`src/sv/rssm_pkg.sv`:
```
`default_nettype none

package rssm_pkg;

    // Pool sizing
    localparam int NUM_READERS = 4;
    localparam int NUM_WRITERS = 2;
    localparam int SLOT_COUNT  = 9;
    localparam int DATA_WIDTH  = 64;

    // Derived widths; a count holds the writer plus every reader, and one more
    localparam int SLOT_W = (SLOT_COUNT > 1) ? $clog2(SLOT_COUNT) : 1;
    localparam int RSEL_W = (NUM_READERS > 1) ? $clog2(NUM_READERS) : 1;
    localparam int CNT_W  = $clog2(NUM_READERS + 2);

    // Request kinds
    localparam logic REQ_READ  = 1'b0;
    localparam logic REQ_WRITE = 1'b1;

    typedef logic [SLOT_W-1:0]     slot_t;
    typedef logic [CNT_W-1:0]      cnt_t;
    typedef logic [DATA_WIDTH-1:0] data_t;

    typedef struct packed {
        logic        req_type;
        logic [1:0]  reader_id;
        logic [63:0] write_data;
    } req_word_t;

    typedef struct packed {
        logic [63:0] read_data;
        logic [3:0]  slot_index;
        logic        no_free_slot;
    } rsp_word_t;

    // Sequencer to scan unit
    typedef struct packed {
        logic  start;
        slot_t start_slot;
    } scan_ctl_t;

    // Scan unit to sequencer
    typedef struct packed {
        logic  found;
        logic  fail;
        slot_t slot;
    } scan_sts_t;

    typedef enum logic [1:0] {
        ST_IDLE,
        ST_SCAN,
        ST_COMMIT
    } state_t;

endpackage

`default_nettype wire

```
`src/sv/refcounted_snapshot_slot_manager.sv`:
```
`default_nettype none

// Channel   Direction  Handshake            Word
// req       in         req_valid/req_stall  rssm_pkg::req_word_t
// rsp       out        rsp_valid/rsp_stall  rssm_pkg::rsp_word_t
//
// A read passes through accept and commit. A write passes through accept, a scan of the
// slot busy bits by the scan unit (1 to SLOT_COUNT of them, one per cycle), and commit.
// Reset: slot 0 is current with all readers on it, all other slots free.
// The result sits in an output register; a stalled result only holds the commit step,
// and req_stall is high whenever a request is in progress.

module refcounted_snapshot_slot_manager
(
    input  wire                  clk,
    input  wire                  rst_n,
    input  wire                  req_valid,
    output logic                 req_stall,
    input  rssm_pkg::req_word_t  req,
    output logic                 rsp_valid,
    input  wire                  rsp_stall,
    output rssm_pkg::rsp_word_t  rsp
);

    localparam int SC = rssm_pkg::SLOT_COUNT;
    localparam int NR = rssm_pkg::NUM_READERS;

    rssm_pkg::state_t  state_reg;
    rssm_pkg::state_t  state_next;

    // Latched request
    logic                        type_reg;
    logic [1:0]                  rid_reg;
    rssm_pkg::data_t             wdata_reg;
    logic                        fail_reg;
    rssm_pkg::slot_t             new_slot_reg;

    // Pool state
    rssm_pkg::slot_t             cur_reg;
    rssm_pkg::cnt_t              count_reg;
    rssm_pkg::slot_t             hint_reg;
    logic                        hint_valid_reg;
    logic [SC-1:0]               busy_reg;
    rssm_pkg::cnt_t              started_reg [SC];
    rssm_pkg::cnt_t              ended_reg   [SC];
    rssm_pkg::data_t             data_reg    [SC];
    rssm_pkg::slot_t             rslot_reg   [NR];

    rssm_pkg::rsp_word_t         rsp_reg;
    logic                        rsp_valid_reg;

    rssm_pkg::scan_ctl_t         scan_ctl;
    rssm_pkg::scan_sts_t         scan_sts;

    logic                        accept;
    logic                        out_free;
    logic                        commit;
    logic                        is_write;
    logic                        do_write;
    logic                        rd_in_range;
    logic [rssm_pkg::RSEL_W-1:0] rsel;
    rssm_pkg::slot_t             mine;
    logic                        do_release;
    rssm_pkg::slot_t             leave_slot;
    rssm_pkg::cnt_t              leave_started;
    rssm_pkg::cnt_t              ended_inc;
    logic                        leave_frees;
    rssm_pkg::slot_t             cur_plus1;
    rssm_pkg::rsp_word_t         rsp_new;

    assign accept   = req_valid && !req_stall;
    assign out_free = !rsp_valid_reg || !rsp_stall;
    assign is_write = (type_reg == rssm_pkg::REQ_WRITE);
    assign do_write = commit && is_write && !fail_reg;

    // Scan unit
    assign cur_plus1 = (cur_reg == rssm_pkg::slot_t'(SC - 1)) ? '0
                       : cur_reg + rssm_pkg::slot_t'(1);
    assign scan_ctl.start      = accept && (req.req_type == rssm_pkg::REQ_WRITE);
    assign scan_ctl.start_slot = hint_valid_reg ? hint_reg : cur_plus1;

    rssm_scan u_scan
    (
        .clk   (clk),
        .rst_n (rst_n),
        .ctl   (scan_ctl),
        .busy  (busy_reg),
        .sts   (scan_sts)
    );

    // Next state
    always_comb
    begin
        state_next = state_reg;
        case (state_reg)
            rssm_pkg::ST_IDLE:
            begin
                if (accept)
                begin
                    state_next = (req.req_type == rssm_pkg::REQ_WRITE) ? rssm_pkg::ST_SCAN
                                                                        : rssm_pkg::ST_COMMIT;
                end
            end
            rssm_pkg::ST_SCAN:
            begin
                if (scan_sts.found || scan_sts.fail)
                begin
                    state_next = rssm_pkg::ST_COMMIT;
                end
            end
            rssm_pkg::ST_COMMIT:
            begin
                if (out_free)
                begin
                    state_next = rssm_pkg::ST_IDLE;
                end
            end
            default:
            begin
                state_next = rssm_pkg::ST_IDLE;
            end
        endcase
    end

    // Sequencer outputs
    always_comb
    begin
        req_stall = 1'b1;
        commit    = 1'b0;
        case (state_reg)
            rssm_pkg::ST_IDLE:
            begin
                req_stall = 1'b0;
            end
            rssm_pkg::ST_SCAN:
            begin
                req_stall = 1'b1;
            end
            rssm_pkg::ST_COMMIT:
            begin
                commit = out_free;
            end
            default:
            begin
                req_stall = 1'b1;
            end
        endcase
    end

    always_ff @(posedge clk or negedge rst_n)
    begin
        if (!rst_n)
        begin
            state_reg <= rssm_pkg::ST_IDLE;
        end
        else
        begin
            state_reg <= state_next;
        end
    end

    // Latch the request word and the scan outcome
    always_ff @(posedge clk)
    begin
        if (accept)
        begin
            type_reg  <= req.req_type;
            rid_reg   <= req.reader_id;
            wdata_reg <= req.write_data[rssm_pkg::DATA_WIDTH-1:0];
            fail_reg  <= 1'b0;
        end
        else if (state_reg == rssm_pkg::ST_SCAN)
        begin
            fail_reg     <= scan_sts.fail;
            new_slot_reg <= scan_sts.slot;
        end
    end

    // Reader lookup
    assign rsel        = rid_reg[rssm_pkg::RSEL_W-1:0];
    assign rd_in_range = (32'(rid_reg) < NR);
    assign mine        = rslot_reg[rsel];
    assign do_release  = commit && !is_write && rd_in_range && (mine != cur_reg);

    // Shared leave step: one reference leaves a retired slot
    assign leave_slot    = is_write ? cur_reg : mine;
    assign leave_started = is_write ? count_reg : started_reg[mine];
    assign ended_inc     = ended_reg[leave_slot] + rssm_pkg::cnt_t'(1);
    assign leave_frees   = (ended_inc == leave_started);

    // Update counts, busy bits and reader slots at commit
    always_ff @(posedge clk or negedge rst_n)
    begin
        if (!rst_n)
        begin
            cur_reg        <= '0;
            count_reg      <= rssm_pkg::cnt_t'(NR);
            hint_reg       <= '0;
            hint_valid_reg <= 1'b0;
            busy_reg       <= SC'(1);
            for (int i = 0; i < SC; i++)
            begin
                started_reg[i] <= '0;
                ended_reg[i]   <= '0;
            end
            for (int i = 0; i < NR; i++)
            begin
                rslot_reg[i] <= '0;
            end
        end
        else
        begin
            if (scan_ctl.start)
            begin
                hint_valid_reg <= 1'b0;
            end
            if (do_write)
            begin
                busy_reg[new_slot_reg]    <= 1'b1;
                started_reg[new_slot_reg] <= '0;
                ended_reg[new_slot_reg]   <= '0;
                cur_reg                   <= new_slot_reg;
                count_reg                 <= rssm_pkg::cnt_t'(1);
                started_reg[cur_reg]      <= count_reg;
                ended_reg[cur_reg]        <= ended_inc;
                if (leave_frees)
                begin
                    busy_reg[cur_reg] <= 1'b0;
                end
            end
            if (do_release)
            begin
                ended_reg[mine] <= ended_inc;
                if (leave_frees)
                begin
                    busy_reg[mine] <= 1'b0;
                    hint_reg       <= mine;
                    hint_valid_reg <= 1'b1;
                end
                count_reg       <= count_reg + rssm_pkg::cnt_t'(1);
                rslot_reg[rsel] <= cur_reg;
            end
        end
    end

    // Slot data: clear at reset so slot 0 starts at zero, store the new word at commit
    always_ff @(posedge clk or negedge rst_n)
    begin
        if (!rst_n)
        begin
            for (int i = 0; i < SC; i++)
            begin
                data_reg[i] <= '0;
            end
        end
        else if (do_write)
        begin
            data_reg[new_slot_reg] <= wdata_reg;
        end
    end

    // Form the result word
    always_comb
    begin
        rsp_new.read_data    = 64'(data_reg[cur_reg]);
        rsp_new.slot_index   = 4'(cur_reg);
        rsp_new.no_free_slot = 1'b0;
        if (is_write)
        begin
            if (fail_reg)
            begin
                rsp_new.slot_index   = '0;
                rsp_new.no_free_slot = 1'b1;
            end
            else
            begin
                rsp_new.read_data  = 64'(wdata_reg);
                rsp_new.slot_index = 4'(new_slot_reg);
            end
        end
    end

    // Output register
    always_ff @(posedge clk or negedge rst_n)
    begin
        if (!rst_n)
        begin
            rsp_valid_reg <= 1'b0;
        end
        else if (commit)
        begin
            rsp_valid_reg <= 1'b1;
        end
        else if (!rsp_stall)
        begin
            rsp_valid_reg <= 1'b0;
        end
    end

    always_ff @(posedge clk)
    begin
        if (commit)
        begin
            rsp_reg <= rsp_new;
        end
    end

    assign rsp_valid = rsp_valid_reg;
    assign rsp       = rsp_reg;

endmodule

`default_nettype wire

```
`src/sv/rssm_scan.sv`:
```
`default_nettype none

module rssm_scan
(
    input  wire                             clk,
    input  wire                             rst_n,
    input  rssm_pkg::scan_ctl_t             ctl,
    input  wire [rssm_pkg::SLOT_COUNT-1:0]  busy,
    output rssm_pkg::scan_sts_t             sts
);

    logic            run_reg;
    logic            run_next;
    rssm_pkg::slot_t probe_reg;
    rssm_pkg::slot_t probe_next;
    rssm_pkg::slot_t n_reg;
    rssm_pkg::slot_t n_next;
    logic            probe_busy;
    logic            last_probe;

    // Probe one busy bit per cycle
    assign probe_busy = busy[probe_reg];
    assign last_probe = (n_reg == rssm_pkg::slot_t'(rssm_pkg::SLOT_COUNT - 1));

    assign sts.found = run_reg && !probe_busy;
    assign sts.fail  = run_reg && probe_busy && last_probe;
    assign sts.slot  = probe_reg;

    // Advance the probe with wrap-around, stop on a hit or after a full lap
    always_comb
    begin
        run_next   = run_reg;
        probe_next = probe_reg;
        n_next     = n_reg;
        if (ctl.start)
        begin
            run_next   = 1'b1;
            probe_next = ctl.start_slot;
            n_next     = '0;
        end
        else if (run_reg)
        begin
            if (!probe_busy || last_probe)
            begin
                run_next = 1'b0;
            end
            else
            begin
                n_next = n_reg + rssm_pkg::slot_t'(1);
                if (probe_reg == rssm_pkg::slot_t'(rssm_pkg::SLOT_COUNT - 1))
                begin
                    probe_next = '0;
                end
                else
                begin
                    probe_next = probe_reg + rssm_pkg::slot_t'(1);
                end
            end
        end
    end

    always_ff @(posedge clk or negedge rst_n)
    begin
        if (!rst_n)
        begin
            run_reg <= 1'b0;
        end
        else
        begin
            run_reg <= run_next;
        end
    end

    always_ff @(posedge clk)
    begin
        probe_reg <= probe_next;
        n_reg     <= n_next;
    end

endmodule

`default_nettype wire
```
`config.mk`:
```
export PLATFORM = sky130hd
export DESIGN_NAME = refcounted_snapshot_slot_manager
export DESIGN_NICKNAME = d
export VERILOG_FILES = /design/src/sv/rssm_pkg.sv /design/src/sv/refcounted_snapshot_slot_manager.sv /design/src/sv/rssm_scan.sv
export SDC_FILE = /design/constraint.sdc
export NUM_CORES = 1
export LEC_CHECK = 0
export CORE_MARGIN = 5
export CORE_UTILIZATION = 50
export DETAILED_ROUTE_END_ITERATION = 10
export DONT_BUFFER_PORTS = 1
export PLACE_DENSITY = 0.77
export SLEW_MARGIN = 20
export SYNTH_ARGS = -nofsm -noshare
export SYNTH_HDL_FRONTEND = slang
export SYNTH_SLANG_ARGS = --single-unit
export TNS_END_PERCENT = 5
```
`constraint.sdc`:
```
create_clock -name clk -period 7.96 [get_ports clk]
set_clock_uncertainty 0.15 [all_clocks]
set_input_delay 1.592 -clock clk [delete_from_list [all_inputs] [get_ports clk]]
set_output_delay 1.592 -clock clk [all_outputs]
set_load 0.05 [all_outputs]
```
[Word level (Yosys, flattened, before mapping)]
Cells that the tools add are included.
Operators by class
  $add $sub $neg: 5
  $lt $le $gt $ge: 16
  equal/unequal tests: 12
  mux-type cells: 70
  bitwise gates (word level): 15
  reduce and logical (&&, ||, !) cells: 32
Operators by type and width (count)
  576-bit bitwise mux: 1
  64-bit binary-select mux with 4-bit select: 1
  64-bit demux with 4-bit select: 1
  64-bit 2-to-1 mux: 4
  27-bit bitwise mux: 3
  69-bit 2-to-1 mux: 1
  27-bit AND: 2
  27-bit 2-to-1 mux: 2
  4-bit 2-to-1 mux: 11
  3-bit demux with 4-bit select: 3
  9-bit 2-to-1 mux: 4
  3-bit 2-to-1 mux: 10
  27-bit NOT: 1
  3-bit binary-select mux with 4-bit select: 2
  5-bit greater-or-equal comparator (second input constant): 4
  4-bit by 5-bit < comparator with 1-bit output (second input constant): 4
  4-bit NOT with 5-bit output: 4
  9-bit AND: 2
  9-bit NOT: 2
  16-bit bitwise mux: 1
  1-bit logical AND: 16
  5-bit by 1-bit < comparator with 1-bit output (second input constant): 3
  1-bit 2-to-1 mux: 15
  4-bit by 1-bit adder with 4-bit output (second input constant): 3
  26 further kinds: 50
Storage, ports and cells
  bits in registers: 820
  input port bits: 71
  output and inout bits: 71
  logic and storage cells: 199

[Longest topological paths before layout]
  depth after elaboration: 16
  depth in mapped cells: 17
  gate-level depth less buffers: 14

[Cells and area by module]
Synthesis repeated with hierarchy kept, for this count alone.
Second synthesis, totals
  cells, all modules: 3108
  area, all modules: 36799.0 sq um
Modules (own cells, without submodules)
  refcounted_snapshot_slot_manager: instances 1, cells each 3031, area an instance 36099.6 sq um
  rssm_scan: instances 1, cells each 77, area an instance 699.4 sq um

[Least setup slack after synthesis]
Ideal clock, no wire load.
  kind: input to register
  start: in rsp_stall
  end: reg data_reg[515] (netlist bit)
  arrival: 7366 ps
  data required time: 7685 ps
  slack: 320 ps
  stages on the path: 7
  cell sequence: a21oi_1 nand2b_1 nor3_1 and2_1 clkbuf_1 clkbuf_1 mux2_2
Between the ends
  longest elaborated chain between the ends: 5
Ends and longest elaborated chain
  start, declared: line refcounted_snapshot_slot_manager.sv:21  | input wire rsp_stall,
  1-bit zero test
  1-bit logical OR: line refcounted_snapshot_slot_manager.sv:72  | assign out_free = !rsp_valid_reg || !rsp_stall;
  1-bit 2-to-1 mux: line refcounted_snapshot_slot_manager.sv:130  | case (state_reg)
  1-bit logical AND (2 in series): line refcounted_snapshot_slot_manager.sv:74  | assign do_write = commit && is_write && !fail_reg;
  end signal, assigned by index: line refcounted_snapshot_slot_manager.sv:258  | data_reg[new_slot_reg] <= wdata_reg;
  end, declared: line refcounted_snapshot_slot_manager.sv:46  | rssm_pkg::data_t data_reg [SC];
No other way between the ends.
A chain may end at the register's enable or synchronous reset.

[Final worst setup path]
  start: reg cur_reg[0]
  end: reg busy_reg[4]
Between the ends
  longest elaborated chain between the ends: 12
  elaborated cells on any way between the ends: 21
Ends and longest elaborated chain
  start, declared: line refcounted_snapshot_slot_manager.sv:39  | rssm_pkg::slot_t cur_reg;
  start signal, assigned: line refcounted_snapshot_slot_manager.sv:222  | cur_reg <= new_slot_reg;
  4-bit 2-to-1 mux: line refcounted_snapshot_slot_manager.sv:186  | assign leave_slot = is_write ? cur_reg : mine;
  4-bit NOT with 5-bit output (not written as such): line refcounted_snapshot_slot_manager.sv:188  | assign ended_inc = ended_reg[leave_slot] + rssm_pkg::cnt_t'(1);
  3-bit binary-select mux with 4-bit select: line refcounted_snapshot_slot_manager.sv:188
  3-bit 2-to-1 mux (not written as such) (2 in series): line refcounted_snapshot_slot_manager.sv:188
  3-bit by 1-bit adder with 3-bit output: line refcounted_snapshot_slot_manager.sv:188
  3-bit equality test: line refcounted_snapshot_slot_manager.sv:189  | assign leave_frees = (ended_inc == leave_started);
  9-bit 2-to-1 mux: line refcounted_snapshot_slot_manager.sv:226  | if (leave_frees)
  9-bit 2-to-1 mux: line refcounted_snapshot_slot_manager.sv:217  | if (do_write)
  9-bit AND (no source line)
  9-bit 2-to-1 mux: line refcounted_snapshot_slot_manager.sv:234  | if (leave_frees)
  9-bit 2-to-1 mux (*): line refcounted_snapshot_slot_manager.sv:231  | if (do_release)
  end signal, assigned by index: line refcounted_snapshot_slot_manager.sv:219  | busy_reg[new_slot_reg] <= 1'b1;
  end signal, assigned by index: line refcounted_snapshot_slot_manager.sv:228  | busy_reg[cur_reg] <= 1'b0;
  end signal, assigned by index: line refcounted_snapshot_slot_manager.sv:236  | busy_reg[mine] <= 1'b0;
  end, declared: line refcounted_snapshot_slot_manager.sv:43  | logic [SC-1:0] busy_reg;
Every way passes the cells marked *; elsewhere a longest branch is shown, timed or not. The select of a mux whose other input is x is not followed.

==> results.json <==
{
  "timing.final.setup_violations": 0,
  "timing.final.crit_period_ps": 4880,
  "wire_length_of_the_first_global_routing_pass_um": 145000,
  "wl_per_cell_um": 23.8,
  "grt_pass1_vias": 25300,
  "avgSynthCellArea_um2": 12.4,
  "hold_path.class": "reg -> reg",
  "max_stage_delay_on_crit_path_ps": 810,
  "layout-drive-gt1-share_pct": 30.2,
  "ctsHtreeMaxLevel": 3,
  "vias_per_cell": 6.16,
  "timing.critical_path.buf_inv": 1,
  "worst-endpoint-arrival_ps": 5230,
  "first_iter_violations": 2335,
  "cts-resized-gates": 0,
  "p_leak_nw": 18.2,
  "placed_cells_incl_taps": 3685,
  "final.hold.worst_slack_ps": 321,
  "antenna_found_initial": 7,
  "timing.critical_path.cells": "buf_12 -> mux2i_1 -> a21oi_1 -> o31ai_1 -> nand4_1 -> a311oi_1 -> a221oi_4 -> ha_1 -> xnor2_2 -> xor2_1 -> and3_1 -> a21oi_2",
  "critical_path.startpoint_type": "register",
  "number_of_synthesized_flops_with_an_enable_pin": 144,
  "floorplan.die.width_um": 281,
  "maxCapViolCount": 0,
  "cts_num_sinks": 820,
  "finalWirelength_um": 91400,
  "drt_drc_violations_left": 0,
  "worst_path_max_delay_cell": "sky130_fd_sc_hd__dfrtp_4",
  "cts_tree": "built",
  "core_area_mm2": 0.0730,
  "grtUsageTotal_pct": 23.2,
  "residual_overflow_from_global_routing": 0,
  "max_freq_ghz": 0.205,
  "largest_reg_flops": 576,
  "seq_area_frac_synth_pct": 57.7,
  "tritoncts.num_buffers": 81,
  "final_cell_count_no_fill": 3837,
  "firstDrtPassIters": 6,
  "initial_core_util_pct": 50.4,
  "slew_violations": 494,
  "hold_viol_final": 0,
  "total_power_mw": 14.8,
  "power.ir.vdd_worst_mv": 0.309,
  "synth_area_leaders": "sky130_fd_sc_hd__dfrtp_1 46%, sky130_fd_sc_hd__mux2_2 18%, sky130_fd_sc_hd__edfxtp_1 12%, sky130_fd_sc_hd__nand2_1 5.0%, sky130_fd_sc_hd__mux4_2 4.7%",
  "synth.lib_cells_used.distinct": 63,
  "setup_tns_ps": 0,
  "netlist_area_pre_place_mm2": 0.0368,
  "yosys_warnings": 0,
  "cts_post_setup_buffers_inserted": 0,
  "cts.reportedPaths.clkPinSlew_ps": 60,
  "fp.dieArea_mm2": 0.0791,
  "cts-hold-fix-buffers": 0,
  "yosys.area.top_type_share_pct": 45.5,
  "cts_buffer_depth": 3,
  "areaGrowthSynthToFinish_pct": 9.06,
  "r2r.worst_path.cells": 12,
  "place.port_buffers": 0,
  "cp_num_cells": 12,
  "synth-async-reset-ratio_pct": 81.8,
  "synth_cells": 2966,
  "critical_path.top_delay_family": "compound AO/OA/AOI/OAI gates",
  "antenna_viol_nets_final": 0,
  "nets_finish": 2890,
  "worst-setup-path-type": "reg -> reg",
  "fp-row-count": 99,
  "gp_routability_congestion": 0.846,
  "number_of_register_bits_inferred_by_synthesis": 820,
  "power_density_mw_per_mm2": 369,
  "layout_worst_path_cycle_share_pct": 61.4,
  "routed-via-count": 23600,
  "synth.net_count": 3047,
  "maximum_number_of_pins_on_one_net_before_global_route_repair": 672,
  "detailed_place_hpwl_um": 51200,
  "run_status": "complete, but fails checks",
  "required_ps": 8300,
  "synth_flop_cell": "sky130_fd_sc_hd__dfrtp_1",
  "setup_repair_after_global_routing_missed_its_margin": "no",
  "critPathCaptureType": "register",
  "worst_skew_pair.late_latency_ps": 630,
  "die_y_um": 281,
  "violations": "slew limit",
  "num_io_pins": 142,
  "tightestPinTransition_ps": 3500,
  "cts_root_buffer": "sky130_fd_sc_hd__clkbuf_16",
  "synth_area_leader_cell": "sky130_fd_sc_hd__dfrtp_1",
  "maxSlewHeadroom_pct": -133,
  "timing.hold.worst_path_depth": 2,
  "cp_max_fo": 127
}
==> synth_stat cells (8+ instances only) <==
library cell / count
sky130_fd_sc_hd__a21oi_1: 222
sky130_fd_sc_hd__buf_1: 28
sky130_fd_sc_hd__inv_1: 14
sky130_fd_sc_hd__edfxtp_1: 144
sky130_fd_sc_hd__a22o_1: 12
sky130_fd_sc_hd__mux2_2: 587
sky130_fd_sc_hd__buf_2: 8
sky130_fd_sc_hd__xnor2_1: 8
sky130_fd_sc_hd__nor2_1: 101
sky130_fd_sc_hd__nand3_1: 14
sky130_fd_sc_hd__nand4_1: 8
sky130_fd_sc_hd__o21ai_0: 64
sky130_fd_sc_hd__ha_1: 10
sky130_fd_sc_hd__nor3_1: 72
sky130_fd_sc_hd__clkbuf_1: 228
sky130_fd_sc_hd__mux2i_1: 28
sky130_fd_sc_hd__and3_1: 9
sky130_fd_sc_hd__a221oi_1: 64
sky130_fd_sc_hd__dfrtp_1: 669
sky130_fd_sc_hd__a21oi_2: 9
sky130_fd_sc_hd__mux4_2: 77
sky130_fd_sc_hd__nand3b_1: 12
sky130_fd_sc_hd__nand2_1: 485
sky130_fd_sc_hd__nand2b_1: 11
==> metrics by stage <==
stage / util (%) / instance area (um^2) / setup slack, ps
2_1_floorplan: - / 36800 / 320
3_3_place_gp: 51.1 / 37300 / 2850
3_5_place_dp: 51.1 / 37300 / 2720
4_1_cts: 54.9 / 40100 / 2720
5_1_grt: 55.0 / 40100 / 2660
6_report: 55.0 / 40100 / 3080
==> worst register-to-register path: cells and delay by family (launching register included) <==
kind	cells	cell delay, ps
AOI/OAI and AO/OA	5	1090
xor gates and xnor gates	2	850
DFF	1	810
and+or+nand+nor	2	650
buffers and inverters	1	620
muxes	1	290
adders and majority gates	1	280
==> per-layer routing <==
metal  global-route usage (%)  vias up  routed length [um]
met5                        0        -                  42
met4                     10.1        6                3580
met3                     4.85      244                7030
met2                     37.9      899               44700
met1                     30.1    12300               36100
li1                         -    10200                   -
==> power breakdown <==
group	switching, mW	internal [mW]
logic	2.29	1.76
registers	1.29	5.48
clock network	1.62	2.38
total	5.20	9.62
==> cell families (layout without fill, tap and decap cells) <==
kind of cell               after synthesis  after routing  share of synthesized area [%]
xor gates and xnor gates                10             10                          0.238
AOI/OAI and AO/OA                      404            404                           6.76
DFF                                    820            820                           57.7
muxes                                  692            692                           23.5
other                                    0              5                              0
adders and majority gates               10             10                          0.340
buffers and inverters                  287            194                           3.03
and+or+nand+nor                        743            743                           8.47
==> layout make-up <==
cell class | instances | area [um^2]
Multi-Input combinational cell | 1859 | 14600
Fill cell | 5592 | 32900
Clock buffer | 119 | 2430
Tap cell | 959 | 1200
Clock inverter | 28 | 375
Sequential cell | 820 | 21200
Antenna cell | 5 | 12.5
Timing Repair Buffer | 29 | 234
Inverter | 18 | 71.3
==> cell usage in the layout, fill, tap and decap left out, types with 11 or more instances in the layout <==
master	Yosys	final
sky130_fd_sc_hd__clkbuf_1	228	20
sky130_fd_sc_hd__nor2_1	101	98
sky130_fd_sc_hd__o21ai_0	64	64
sky130_fd_sc_hd__clkbuf_8	0	11
sky130_fd_sc_hd__a221oi_1	64	64
sky130_fd_sc_hd__dfrtp_1	669	666
sky130_fd_sc_hd__mux2i_1	28	28
sky130_fd_sc_hd__a22o_1	12	12
sky130_fd_sc_hd__nor3_1	72	70
sky130_fd_sc_hd__nand3_1	14	14
sky130_fd_sc_hd__mux2_2	587	587
sky130_fd_sc_hd__clkbuf_16	0	88
sky130_fd_sc_hd__a21oi_1	222	221
sky130_fd_sc_hd__nand3b_1	12	12
sky130_fd_sc_hd__mux4_2	77	77
sky130_fd_sc_hd__buf_4	1	27
sky130_fd_sc_hd__clkinv_2	0	12
sky130_fd_sc_hd__nand2_1	485	481
sky130_fd_sc_hd__inv_1	14	13
sky130_fd_sc_hd__edfxtp_1	144	144
==> path summary, 6_finish.rpt <==
check	start	endpoint	slack [ps]
max	cur_reg[0]	busy_reg[4]	3080
min	data_reg[468]	data_reg[468]	320
max reg2reg	cur_reg[0]	busy_reg[4]	3080
min reg2reg	data_reg[468]	data_reg[468]	320
max in group asynchronous	rst_n	data_reg[328]	4410
min in group asynchronous	rst_n	data_reg[324]	520
Note: power is estimated with default switching activity, not from simulation.
